**src/rtl/akdl_pkg.sv**
```systemverilog
// ----------------------------------------------------------------------------
// akdl_pkg
// Shared types and constants for the ladder keypad debounce and long-press
// block: event kinds, key identifiers, register indexes and reset values.
// ----------------------------------------------------------------------------
package akdl_pkg;

  // Field widths
  localparam int unsigned TimeW = 32;
  localparam int unsigned MvW   = 12;
  localparam int unsigned MsW   = 16;
  localparam int unsigned KeyW  = 2;
  localparam int unsigned IdxW  = 3;

  // Minimum hold for a short press, strictly exceeded
  localparam logic [TimeW-1:0] SHORT_MIN_MS = 32'd10;

  // Register reset values
  localparam logic [MvW-1:0] WIN_MIN_RST  = 12'd4095;
  localparam logic [MvW-1:0] WIN_MAX_RST  = 12'd0;
  localparam logic [MsW-1:0] DEBOUNCE_RST = 16'd25;
  localparam logic [MsW-1:0] LONG_RST     = 16'd800;

  // Key identifiers
  localparam logic [KeyW-1:0] KEY_NONE = 2'd0;
  localparam logic [KeyW-1:0] KEY_ONE  = 2'd1;
  localparam logic [KeyW-1:0] KEY_TWO  = 2'd2;
  localparam logic [KeyW-1:0] KEY_BOTH = 2'd3;

  // Event kinds carried on the result channel
  typedef enum logic [1:0] {
    EV_DOWN       = 2'd0,
    EV_SHORT      = 2'd1,
    EV_LONG_START = 2'd2,
    EV_LONG_END   = 2'd3
  } event_kind_e;

  // Configuration register indexes
  typedef enum logic [IdxW-1:0] {
    REG_BOTH_MIN = 3'd0,
    REG_BOTH_MAX = 3'd1,
    REG_KEY2_MIN = 3'd2,
    REG_KEY2_MAX = 3'd3,
    REG_KEY1_MIN = 3'd4,
    REG_KEY1_MAX = 3'd5,
    REG_DEBOUNCE = 3'd6,
    REG_LONG     = 3'd7
  } cfg_reg_e;

endpackage

```
**src/rtl/adc_ladder_key_debounce_longpress.sv**
```systemverilog
// ----------------------------------------------------------------------------
// adc_ladder_key_debounce_longpress
// Classifies ladder ADC samples into keys, debounces the press state and
// reports down, short press, long-press start and long-press end events.
// ----------------------------------------------------------------------------
//
//  channel  | dir | transaction contents
//  ---------+-----+--------------------------------------------------------
//  s_axis   | in  | one scan sample: time, raw code, millivolts, error flag
//  m_axis   | out | zero or one event per sample: kind, key, echoes
//  cfg      | in  | register index and write data, always ready
//
//  One sample is accepted every cycle while the output does not stall; the
//  sample waits in the input register, then the decision logic of compares
//  and two 32-bit time differences writes its event into the result register.
//  Only m_axis_tready stalls the block: a held result also holds the sample
//  waiting in the input register. Reset clears the key state and loads the
//  register defaults; no clearing pass is needed.
// ----------------------------------------------------------------------------
module adc_ladder_key_debounce_longpress
  import akdl_pkg::*;
(
  input  logic             clk_i,
  input  logic             rst_ni,
  // Sample stream
  input  logic             s_axis_tvalid,
  output logic             s_axis_tready,
  input  logic [55:0]      s_axis_tdata,  // now_ms[31:0], raw_code[43:32], sample_mv[55:44]
  input  logic [0:0]       s_axis_tuser,  // adc_error[0]
  // Event stream
  output logic             m_axis_tvalid,
  input  logic             m_axis_tready,
  output logic [31:0]      m_axis_tdata,  // key_id[1:0], raw_echo[13:2], mv_echo[25:14], zero
  output logic [1:0]       m_axis_tuser,  // event_kind[1:0]
  // Configuration writes
  input  logic             cfg_valid_i,
  output logic             cfg_ready_o,
  input  logic [IdxW-1:0]  cfg_index_i,
  input  logic [MsW-1:0]   cfg_data_i
);

  // Configuration registers
  logic [MvW-1:0] both_min_q, both_max_q, key2_min_q, key2_max_q;
  logic [MvW-1:0] key1_min_q, key1_max_q;
  logic [MsW-1:0] debounce_q, long_q;

  // Input register
  logic             in_valid_q, in_valid_d;
  logic [TimeW-1:0] in_now_q;
  logic [MvW-1:0]   in_raw_q, in_mv_q;
  logic             in_err_q;

  // Key state
  logic             pressed_q, pressed_d;
  logic             prev_q, prev_d;
  logic             reported_q, reported_d;
  logic [KeyW-1:0]  held_q, held_d;
  logic [TimeW-1:0] press_t_q, press_t_d;
  logic [TimeW-1:0] change_t_q, change_t_d;

  // Result register
  logic             out_valid_q, out_valid_d;
  event_kind_e      out_kind_q;
  logic [KeyW-1:0]  out_key_q;
  logic [MvW-1:0]   out_raw_q, out_mv_q;

  logic             s_accept, advance, out_free;
  logic [KeyW-1:0]  key_c, ev_key;
  logic             reading, settled, emit;
  logic [TimeW-1:0] since_change, since_press;
  event_kind_e      kind;

  // Handshakes
  assign cfg_ready_o   = 1'b1;
  assign out_free      = !out_valid_q || m_axis_tready;
  assign advance       = in_valid_q && out_free;
  assign s_axis_tready = !in_valid_q || advance;
  assign s_accept      = s_axis_tvalid && s_axis_tready;

  // Write configuration registers
  always_ff @(posedge clk_i or negedge rst_ni) begin
    if (!rst_ni) begin
      both_min_q <= WIN_MIN_RST;
      both_max_q <= WIN_MAX_RST;
      key2_min_q <= WIN_MIN_RST;
      key2_max_q <= WIN_MAX_RST;
      key1_min_q <= WIN_MIN_RST;
      key1_max_q <= WIN_MAX_RST;
      debounce_q <= DEBOUNCE_RST;
      long_q     <= LONG_RST;
    end else if (cfg_valid_i) begin
      case (cfg_reg_e'(cfg_index_i))
        REG_BOTH_MIN: both_min_q <= cfg_data_i[MvW-1:0];
        REG_BOTH_MAX: both_max_q <= cfg_data_i[MvW-1:0];
        REG_KEY2_MIN: key2_min_q <= cfg_data_i[MvW-1:0];
        REG_KEY2_MAX: key2_max_q <= cfg_data_i[MvW-1:0];
        REG_KEY1_MIN: key1_min_q <= cfg_data_i[MvW-1:0];
        REG_KEY1_MAX: key1_max_q <= cfg_data_i[MvW-1:0];
        REG_DEBOUNCE: debounce_q <= cfg_data_i;
        REG_LONG:     long_q     <= cfg_data_i;
        default: ;
      endcase
    end
  end

  // Capture the sample
  assign in_valid_d = s_accept ? 1'b1 : (advance ? 1'b0 : in_valid_q);

  always_ff @(posedge clk_i or negedge rst_ni) begin
    if (!rst_ni) begin
      in_valid_q <= 1'b0;
    end else begin
      in_valid_q <= in_valid_d;
    end
  end

  always_ff @(posedge clk_i) begin
    if (s_accept) begin
      in_now_q <= s_axis_tdata[31:0];
      in_raw_q <= s_axis_tdata[43:32];
      in_mv_q  <= s_axis_tdata[55:44];
      in_err_q <= s_axis_tuser[0];
    end
  end

  // Classify through the windows, both keys first
  always_comb begin
    if (in_mv_q >= both_min_q && in_mv_q <= both_max_q) begin
      key_c = KEY_BOTH;
    end else if (in_mv_q >= key2_min_q && in_mv_q <= key2_max_q) begin
      key_c = KEY_TWO;
    end else if (in_mv_q >= key1_min_q && in_mv_q <= key1_max_q) begin
      key_c = KEY_ONE;
    end else begin
      key_c = KEY_NONE;
    end
  end

  assign reading      = (key_c != KEY_NONE);
  assign since_change = in_now_q - change_t_q;
  assign since_press  = in_now_q - press_t_q;
  // A reading that just changed has zero stable time and cannot settle
  assign settled      = (reading == prev_q) && (since_change > {16'd0, debounce_q})
                        && (reading != pressed_q);

  // Decide the event and the next key state
  always_comb begin
    pressed_d  = pressed_q;
    prev_d     = prev_q;
    reported_d = reported_q;
    held_d     = held_q;
    press_t_d  = press_t_q;
    change_t_d = change_t_q;
    emit       = 1'b0;
    kind       = EV_DOWN;
    ev_key     = held_q;
    if (advance && !in_err_q) begin
      prev_d = reading;
      if (reading != prev_q) begin
        change_t_d = in_now_q;
      end
      if (settled) begin
        pressed_d = reading;
        if (reading) begin
          held_d     = key_c;
          ev_key     = key_c;
          press_t_d  = in_now_q;
          reported_d = 1'b0;
          emit       = 1'b1;
          kind       = EV_DOWN;
        end else if (reported_q) begin
          emit   = 1'b1;
          kind   = EV_LONG_END;
          held_d = KEY_NONE;
        end else if (since_press > SHORT_MIN_MS) begin
          emit   = 1'b1;
          kind   = EV_SHORT;
          held_d = KEY_NONE;
        end
      end else if (pressed_q && since_press > {16'd0, long_q} && !reported_q) begin
        // Report long press once; later held samples stay silent
        emit       = 1'b1;
        kind       = EV_LONG_START;
        reported_d = 1'b1;
      end
    end
  end

  always_ff @(posedge clk_i or negedge rst_ni) begin
    if (!rst_ni) begin
      pressed_q  <= 1'b0;
      prev_q     <= 1'b0;
      reported_q <= 1'b0;
      held_q     <= KEY_NONE;
      press_t_q  <= '0;
      change_t_q <= '0;
    end else begin
      pressed_q  <= pressed_d;
      prev_q     <= prev_d;
      reported_q <= reported_d;
      held_q     <= held_d;
      press_t_q  <= press_t_d;
      change_t_q <= change_t_d;
    end
  end

  // Hold the result until taken
  assign out_valid_d = advance ? emit : (out_valid_q && !m_axis_tready);

  always_ff @(posedge clk_i or negedge rst_ni) begin
    if (!rst_ni) begin
      out_valid_q <= 1'b0;
    end else begin
      out_valid_q <= out_valid_d;
    end
  end

  always_ff @(posedge clk_i) begin
    if (advance && emit) begin
      out_kind_q <= kind;
      out_key_q  <= ev_key;
      out_raw_q  <= in_raw_q;
      out_mv_q   <= in_mv_q;
    end
  end

  assign m_axis_tvalid = out_valid_q;
  assign m_axis_tdata  = {6'd0, out_mv_q, out_raw_q, out_key_q};
  assign m_axis_tuser  = out_kind_q;

  // A down event leaves the key pressed with a real key latched
  a_down_pressed : assert property (@(posedge clk_i) disable iff (!rst_ni)
    (out_valid_q && out_kind_q == EV_DOWN) |-> (pressed_q && held_q != KEY_NONE))
    else $error("down event without pressed state");

  // Long-press start is only reported while pressed, and marks it reported
  a_long_start : assert property (@(posedge clk_i) disable iff (!rst_ni)
    (out_valid_q && out_kind_q == EV_LONG_START) |-> (pressed_q && reported_q))
    else $error("long-press start outside a press");

  // Release events drop the latched key
  a_release_clears : assert property (@(posedge clk_i) disable iff (!rst_ni)
    (out_valid_q && (out_kind_q == EV_SHORT || out_kind_q == EV_LONG_END))
      |-> (!pressed_q && held_q == KEY_NONE))
    else $error("release event left key state behind");

  // Key state only moves when a sample goes through
  a_state_hold : assert property (@(posedge clk_i) disable iff (!rst_ni)
    !advance |=> ($stable(pressed_q) && $stable(held_q) && $stable(change_t_q)))
    else $error("key state changed without a sample");

  // A stalled result stops the input stage from advancing
  a_stall_blocks : assert property (@(posedge clk_i) disable iff (!rst_ni)
    (out_valid_q && !m_axis_tready) |-> !advance)
    else $error("sample advanced over a held result");

endmodule

```
**config.mk**
```make
export PLATFORM = sky130hd
export DESIGN_NAME = adc_ladder_key_debounce_longpress
export DESIGN_NICKNAME = d
export VERILOG_FILES = /design/src/rtl/akdl_pkg.sv /design/src/rtl/adc_ladder_key_debounce_longpress.sv
export SDC_FILE = /design/constraint.sdc
export NUM_CORES = 1
export LEC_CHECK = 0
export BUFFER_PORTS_ARGS = -buffer_cell sky130_fd_sc_hd__buf_2
export CAP_MARGIN = 30
export CORE_ASPECT_RATIO = 1.4
export CORE_MARGIN = 1.5
export CORE_UTILIZATION = 60
export CTS_CLUSTER_SIZE = 28
export DETAILED_ROUTE_END_ITERATION = 8
export HOLD_SLACK_MARGIN = 0.12
export PLACE_DENSITY = 0.8
export REMOVE_ABC_BUFFERS = 1
export SYNTH_ARGS = -nofsm -noshare
export SYNTH_HDL_FRONTEND = slang
export SYNTH_SLANG_ARGS = --single-unit
export TNS_END_PERCENT = 50
```
**constraint.sdc**
```tcl
create_clock -name clk_i -period 13.6 [get_ports clk_i]
set_input_delay 1.36 -clock clk_i [delete_from_list [all_inputs] [get_ports clk_i]]
set_output_delay 1.36 -clock clk_i [all_outputs]
set_load 0.01 [all_outputs]
```
* Yosys cells after proc, flatten, opt, wreduce, memory -nomap -nowiden
Index checks and enable logic that the tools add are counted.
** Word-level totals
- Bits in registers :: 260
- Bits in latches :: 0
- Memory bits (writable) :: 0
- ROM bits :: 0
- Output and inout port bits :: 37
- Word-level logic and storage cells :: 109
- Memories kept :: 0
** Operators by class
- Add/sub/neg operators :: 2
- $mul :: 0
- Div/mod/pow operators :: 0
- Order comparisons :: 9
- Equal/unequal tests :: 11
- Shift-type cells :: 0
- Muxes and demuxes :: 26
- Bitwise operators :: 0
- Reductions and logical operators :: 37
** Operators by type and width (number)
- > comparator 32 x 16 -> 1 bit :: 2
- subtractor 32 bit :: 2
- >= comparator 12 bit :: 3
- less-or-equal comparator 12 bit :: 3
- > comparator 32 x 4 -> 1 bit (second input constant) :: 1
- 2-to-1 mux 2 bit :: 12
- AND reduction 2 bit :: 10
- 2-to-1 mux 1 bit :: 14
- == test 3 bit (second input constant) :: 4
- logical AND 1 bit :: 12
- AND reduction 3 bit :: 3
- == test 3 x 2 -> 1 bit (second input constant) :: 2
- nonzero test 2 bit :: 3
- logical NOT 1 bit :: 5
- == test 3 x 1 -> 1 bit (second input constant) :: 1
- logical NOT 3 bit :: 1
- nonzero test 3 bit :: 1
- logical OR 1 bit :: 2
- != test 1 bit :: 2
- != test 2 bit (second input constant) :: 1
- == test 1 bit :: 1

* Depth between registers and ports, before layout
- Word-level depth :: 12
- Depth in mapped cells :: 23
- Depth with buffers taken out :: 21

* Worst setup path before layout
Ideal clock, no wire load.
- Path kind :: register -> register
- Start point :: reg in_now_q[6]
- End point :: reg out_kind_q[0], in the netlist m_axis_tuser[0], enable pin
- Setup time :: 0.385 ns
- Data arrival time :: 4.086 ns
- Required time :: 13.215 ns
- Slack :: 9.129 ns
- Stages on the path, launching flop included :: 21
- Path buffers :: 0
- Period minus slack after synthesis :: 4.471 ns
- Cell sequence :: edfxtp_1 > ha_1 > a21oi_1 > nand2_1 > o21ai_0 > nand2_1 > a21o_1 > a21oi_1 > xnor2_1 > ha_1 > nand4_1 > nor2_1 > a21boi_0 > o41ai_1 > a32oi_1 > nor3_1 > nand4_1 > nor4_2 > a311o_1 > nand2_1 > nand2_1
** On the way
- Cells in the longest elaborated chain, start to end :: 8
- Elaborated cells on any way between the ends :: 16
- Those cells by class :: 2 x add/sub; 3 x order compare; 6 x mux; 5 x reduce/logical
** RTL lines
- from (decl) :: line adc_ladder_key_debounce_longpress.sv:49 : logic [TimeW-1:0] in_now_q;
- from (signal assigned) :: line adc_ladder_key_debounce_longpress.sv:119 : in_now_q <= s_axis_tdata[31:0];
- subtractor 32 bit :: line adc_ladder_key_debounce_longpress.sv:141 : assign since_press = in_now_q - press_t_q;
- > comparator 32 x 4 -> 1 bit / > comparator 32 x 16 -> 1 bit (equally long branches) :: line adc_ladder_key_debounce_longpress.sv:175, adc_ladder_key_debounce_longpress.sv:180
- 2-to-1 mux 1 bit / logical AND 1 bit (equally long branches) :: line adc_ladder_key_debounce_longpress.sv:175, adc_ladder_key_debounce_longpress.sv:180
- 2-to-1 mux 1 bit / logical AND 1 bit (equally long branches) :: line adc_ladder_key_debounce_longpress.sv:171, adc_ladder_key_debounce_longpress.sv:180
- 2-to-1 mux 1 bit (on tied branches) :: line adc_ladder_key_debounce_longpress.sv:164, adc_ladder_key_debounce_longpress.sv:180
- 2-to-1 mux 1 bit (*) :: line adc_ladder_key_debounce_longpress.sv:162 : if (settled) begin
- 2-to-1 mux 1 bit (*) :: line adc_ladder_key_debounce_longpress.sv:157 : if (advance && !in_err_q) begin
- logical AND 1 bit (*) :: line adc_ladder_key_debounce_longpress.sv:219 : if (advance && emit) begin
- to (signal assigned) :: line adc_ladder_key_debounce_longpress.sv:220 : out_kind_q <= kind;
- to (decl) :: line adc_ladder_key_debounce_longpress.sv:63 : event_kind_e out_kind_q;
Mark *: on every way between the ends. The rest lies on a longest branch, timed or not.
A chain may end at the register's enable or synchronous reset.

* Worst setup path after layout
- Start point :: reg in_now_q[2]
- End point :: reg press_t_q[3]
** On the way
- Cells in the longest elaborated chain, start to end :: 5
** RTL lines
- subtractor 32 bit :: line adc_ladder_key_debounce_longpress.sv:140 : assign since_change = in_now_q - change_t_q;
- > comparator 32 x 16 -> 1 bit :: line adc_ladder_key_debounce_longpress.sv:143 : assign settled = (reading == prev_q) && (since_change > {16'd0, debounce_q})
- logical AND 1 bit :: line adc_ladder_key_debounce_longpress.sv:143
- logical AND 1 bit :: line adc_ladder_key_debounce_longpress.sv:144 : && (reading != pressed_q);
- AND reduction 3 bit (no source line)
- to (signal assigned) :: line adc_ladder_key_debounce_longpress.sv:202 : press_t_q <= press_t_d;
- to (decl) :: line adc_ladder_key_debounce_longpress.sv:58 : logic [TimeW-1:0] press_t_q, press_t_d;
No other way between the ends.

==> results.md <==
- The run finished with clean final reports.
- The number of nets in the layout is 1875.
- Dividing the detail-routed wire length by the instance count gives 19.8 microns.
- The most used flip-flop cell after synthesis is dfrtp_1.
- The sequential cell area in the final layout is 6980 sq um.
- For the finished layout, the period the worst path requires is 5210 ps.
- The startpoint identified for the worst register-to-register timing path is in_now_q[2].
- Setup repair after global routing left no endpoint under its margin.
- The number of endpoints with negative hold slack in the final report came to 0.
- The post-route netlist has 21.1% of its cells at a drive strength greater than 1.
- The final weighted congestion in routability-driven placement is 0.957.
- Hold timing on the final database bottoms out at a slack of 419 ps.
- The final design instance area without fill is 17700 sq um.
- The worst-case IR drop observed on VDD is 137 uV.
- Using the TritonRoute via totals, the vias-per-cell ratio works out to 6.07.
- The synthesized-area fraction occupied by ao, oa, aoi and oai cells is 13.9%.
- The highest layer touched by signal routing is met4.
- The kind of end point of the critical path is a flip-flop.
- After synthesis, flip-flops and latches occupy 44.0% of the total area.
- The floorplan step defined a core boundary enclosing 26100 sq um.
- At the pin with the least slew margin, the transition time is 974 ps.
- The wire-length estimate of the detail-placed layout is 29.1 mm.
- Summing the areas of all and, or, nand and nor instances in the mapped netlist gives 10.7% of the synthesized area.
- The most common cell in the synthesized netlist is inv_1.
- The overall via count from detail_route is 11964.
- Summed over all nets, wire length on met2 after detailed routing comes to 20.0 mm.
- The number of antenna violations at the first check in global routing is 1.
- The die is 141 microns wide.
- Entering global routing, the biggest net connects 107 pins.
- The main combinational cell family by area after synthesis is compound AO/OA/AOI/OAI gates.
- In this design, the largest share of critical-path delay is due to compound AO/OA/AOI/OAI gates.
- The post-route antenna net violation count is 0.
- The total power density per cell area is 222 nW/um^2.
- The synthesis-to-layout area growth is 11.4%.
- Summed over all cells, the static leakage comes to 8.09 nW.
- The total of endpoints with negative setup slack in the final report is 0.
- The start point of the worst min-delay path is in_raw_q[5].
- Dividing the synthesized area by the synthesized cell count gives 10.4 sq um.
- Once the clock tree was built, the resizer swapped 0 gates to a different size.
- The total design power is 3.92 mW.
- The multi-input combinational cells in the finished layout cover a total of 8020 sq um.
- In the global route stage, overall resource usage came out at 29.0%.
- The die boundary height is 196 microns.
- The portion of synthesized area spent on multiplexers is 9.55%.
- The final max-slew violation count is 0.
- The global-route wire length before repair is 62.7 mm.
- The initial standard-cell utilization of the core is 60.9%.
- The max-cap check violation count is 0.
- The critical path goes through ha_1 > o211ai_1 > a21oi_1 > o21ai_0 > nand2_1 > a21o_1 > a21oi_1 > xnor2_1 > ha_1 > nand4_1 > nor2_1 > a21boi_0 > o41ai_1 > a32oi_1 > nor3_1 > nand4_1 > nor4_2 > a31oi_1 > and3_2 > buf_4 > mux2_2.
- The area after detailed placement is 16700 sq um.
- The DRC marker count from the first detailed-route iteration is 641.
- The floorplan step defined a die boundary enclosing 27500 sq um.
- The post-synthesis instance area is 15900 sq um.
- The critical path arrival is 5630 ps.
- The synthesized design contains 260 register bits.
- Summed over all layers, the global routing overflow is 0.
- Summing the areas of all fa, ha and maj instances in the mapped netlist gives 13.2% of the synthesized area.
- Together, buffers and inverters on the worst path number 1.
- Of the total synthesized cell area, the portion taken by XOR and XNOR cells is 2.76%.
- After detailed routing, the number of remaining DRC violations is 0.
- The number of iterations in the first detailed-routing pass is 5.
- The library cell occupying the most area in the post-synthesis netlist is dfrtp_1.
- In this run the worst path has a maximum fanout of 23.
- The number of sinks driven by the clock tree is 260.
- The number of buffers inserted during clock tree synthesis is 26.
- The startpoint type of the worst setup path is a flip-flop.
- The cell count after synthesis came out at 1521.
- The clock-pin transition on the worst setup and hold timing paths is 70 ps.
- The critical path starts at in_now_q[2].
- The routed metal-1 wirelength is 15.2 mm.
- The post-route clock period utilization is 38.3%.
- The maximum frequency from static timing analysis is 192 MHz.
- After synthesis, the largest area contributor takes up 20.9% of total cell area.
- The number of fill cells is 1974.
- The relative slew slack is 33.4%.
- The number of global-route vias before repair is 12360.
- The setup total negative slack is 0 ps.
- The netlist uses 77 different library cells.
- After floorplanning, the core was divided into 70 placement rows.
- The setup fix buffers added after clock tree synthesis is 0.
- The number of top-level design ports is 118.
- The number of enable flip-flop cells after synthesis is 85.
- The CTS tree is yes.
- The final routed wirelength across all metal layers is 39.1 mm.
- Ranked by total cell area, the synthesized netlist is headed by dfrtp_1, edfxtp_1, ha_1.
- The met3 wirelength from detailed routing is 1.83 mm.
- In the synthesized netlist, the cells that appear most often are inv_1, ha_1, dfrtp_1, nand2_1, a21oi_1.
- The Yosys step of the flow raised 0 warnings.
- The slowest stage cell on the critical path is and3_2.
- The longest clock path from root to sink contains 3 buffers.
- The data required time at the worst endpoint is 14020 ps.
- At the end of the flow the core is filled with cells to 67.8%.
- The CTS H-tree depth is 1.
- Clock skew on the completed layout was measured at 13.7 ps.
- For the worst-skew pair, the clock arrives at the later sink with an insertion delay of 550 ps.
- The peak per-stage delay on the critical path is 510 ps.
- The worst hold path class is reg2reg.
- The critical path in this run is classified as reg2reg.
- The async set-or-reset flop fraction in the synthesized netlist is 67.3%.
- Port buffering added 110 buffers.
- The root cell of the clock tree is clkbuf_16.
- The hold-fix buffer count after cts is 0.
[layer usage]
metal  vias to the layer above  track usage [%]
met5                         -                0
met2                       377             52.1
met3                       115             3.70
li1                       5640                -
met1                      5832             33.6
met4                         0             15.5
[path summary, 6_finish.rpt]
path / end / slack (ps) / cells after the start
max: press_t_q[3] / 8390 / 21
min: out_raw_q[5] / 420 / 0
max reg2reg: press_t_q[3] / 8390 / 21
min reg2reg: out_raw_q[5] / 420 / 0
max in group asynchronous: key2_max_q[10] / 11270 / 3
min in group asynchronous: change_t_q[6] / 750 / 1
[cells by family (layout without fill, tap and decap cells)]
group | after synthesis | in the layout
and+or+nand+nor | 336 | 336
buffers and inverters | 229 | 350
adders and majority gates | 167 | 167
xor gates and xnor gates | 50 | 50
AOI/OAI and AO/OA | 350 | 350
DFF | 260 | 260
muxes | 127 | 127
other | 2 | 8
[cell usage in the layout (no fill, tap or decap), types with 25 or more instances in the layout]
| cell | count |
|---|---|
| a21oi_1 | 104 |
| nand4_1 | 33 |
| a21o_1 | 43 |
| edfxtp_1 | 85 |
| mux2_4 | 25 |
| o21ai_0 | 88 |
| xnor2_1 | 27 |
| buf_2 | 109 |
| ha_1 | 165 |
| nand2_1 | 117 |
| clkbuf_16 | 28 |
| dfrtp_1 | 133 |
| dfstp_2 | 42 |
| nor2_1 | 47 |
| mux2_2 | 97 |
| inv_1 | 182 |
[registers in the layout (all words and copies together) (netlist names), 2 cells and up]
name          flops
both_max_q       12
both_min_q       12
change_t_q       32
debounce_q       16
held_q            2
in_mv_q          12
in_now_q         32
in_raw_q         12
key1_max_q       12
key1_min_q       12
key2_max_q       12
key2_min_q       12
long_q           16
m_axis_tuser      2
out_key_q         2
out_mv_q         12
out_raw_q        12
press_t_q        32
[through the flow]
step	setup WS, ps	cells
after detailed placement	8430	1922
after CTS	8390	1970
after global routing	7920	1971
after floorplan	8760	1479
after global placement	8610	1922
final	8390	1972
[final cells by class]
| class | instances | area share (%) |
|---|---|---|
| Antenna cell | 1 | 0.0141 |
| Tap cell | 324 | 2.29 |
| Multi-Input combinational cell | 1037 | 45.3 |
| Clock inverter | 17 | 1.31 |
| Timing Repair Buffer | 120 | 3.68 |
| Inverter | 182 | 3.86 |
| Clock buffer | 31 | 4.08 |
| Sequential cell | 260 | 39.5 |
[power breakdown]
group / switching, mW / internal, mW
sequential: 0.119 / 1.05
clock: 0.314 / 0.478
combinational: 1.13 / 0.832
(Power assumes the default switching activity.)
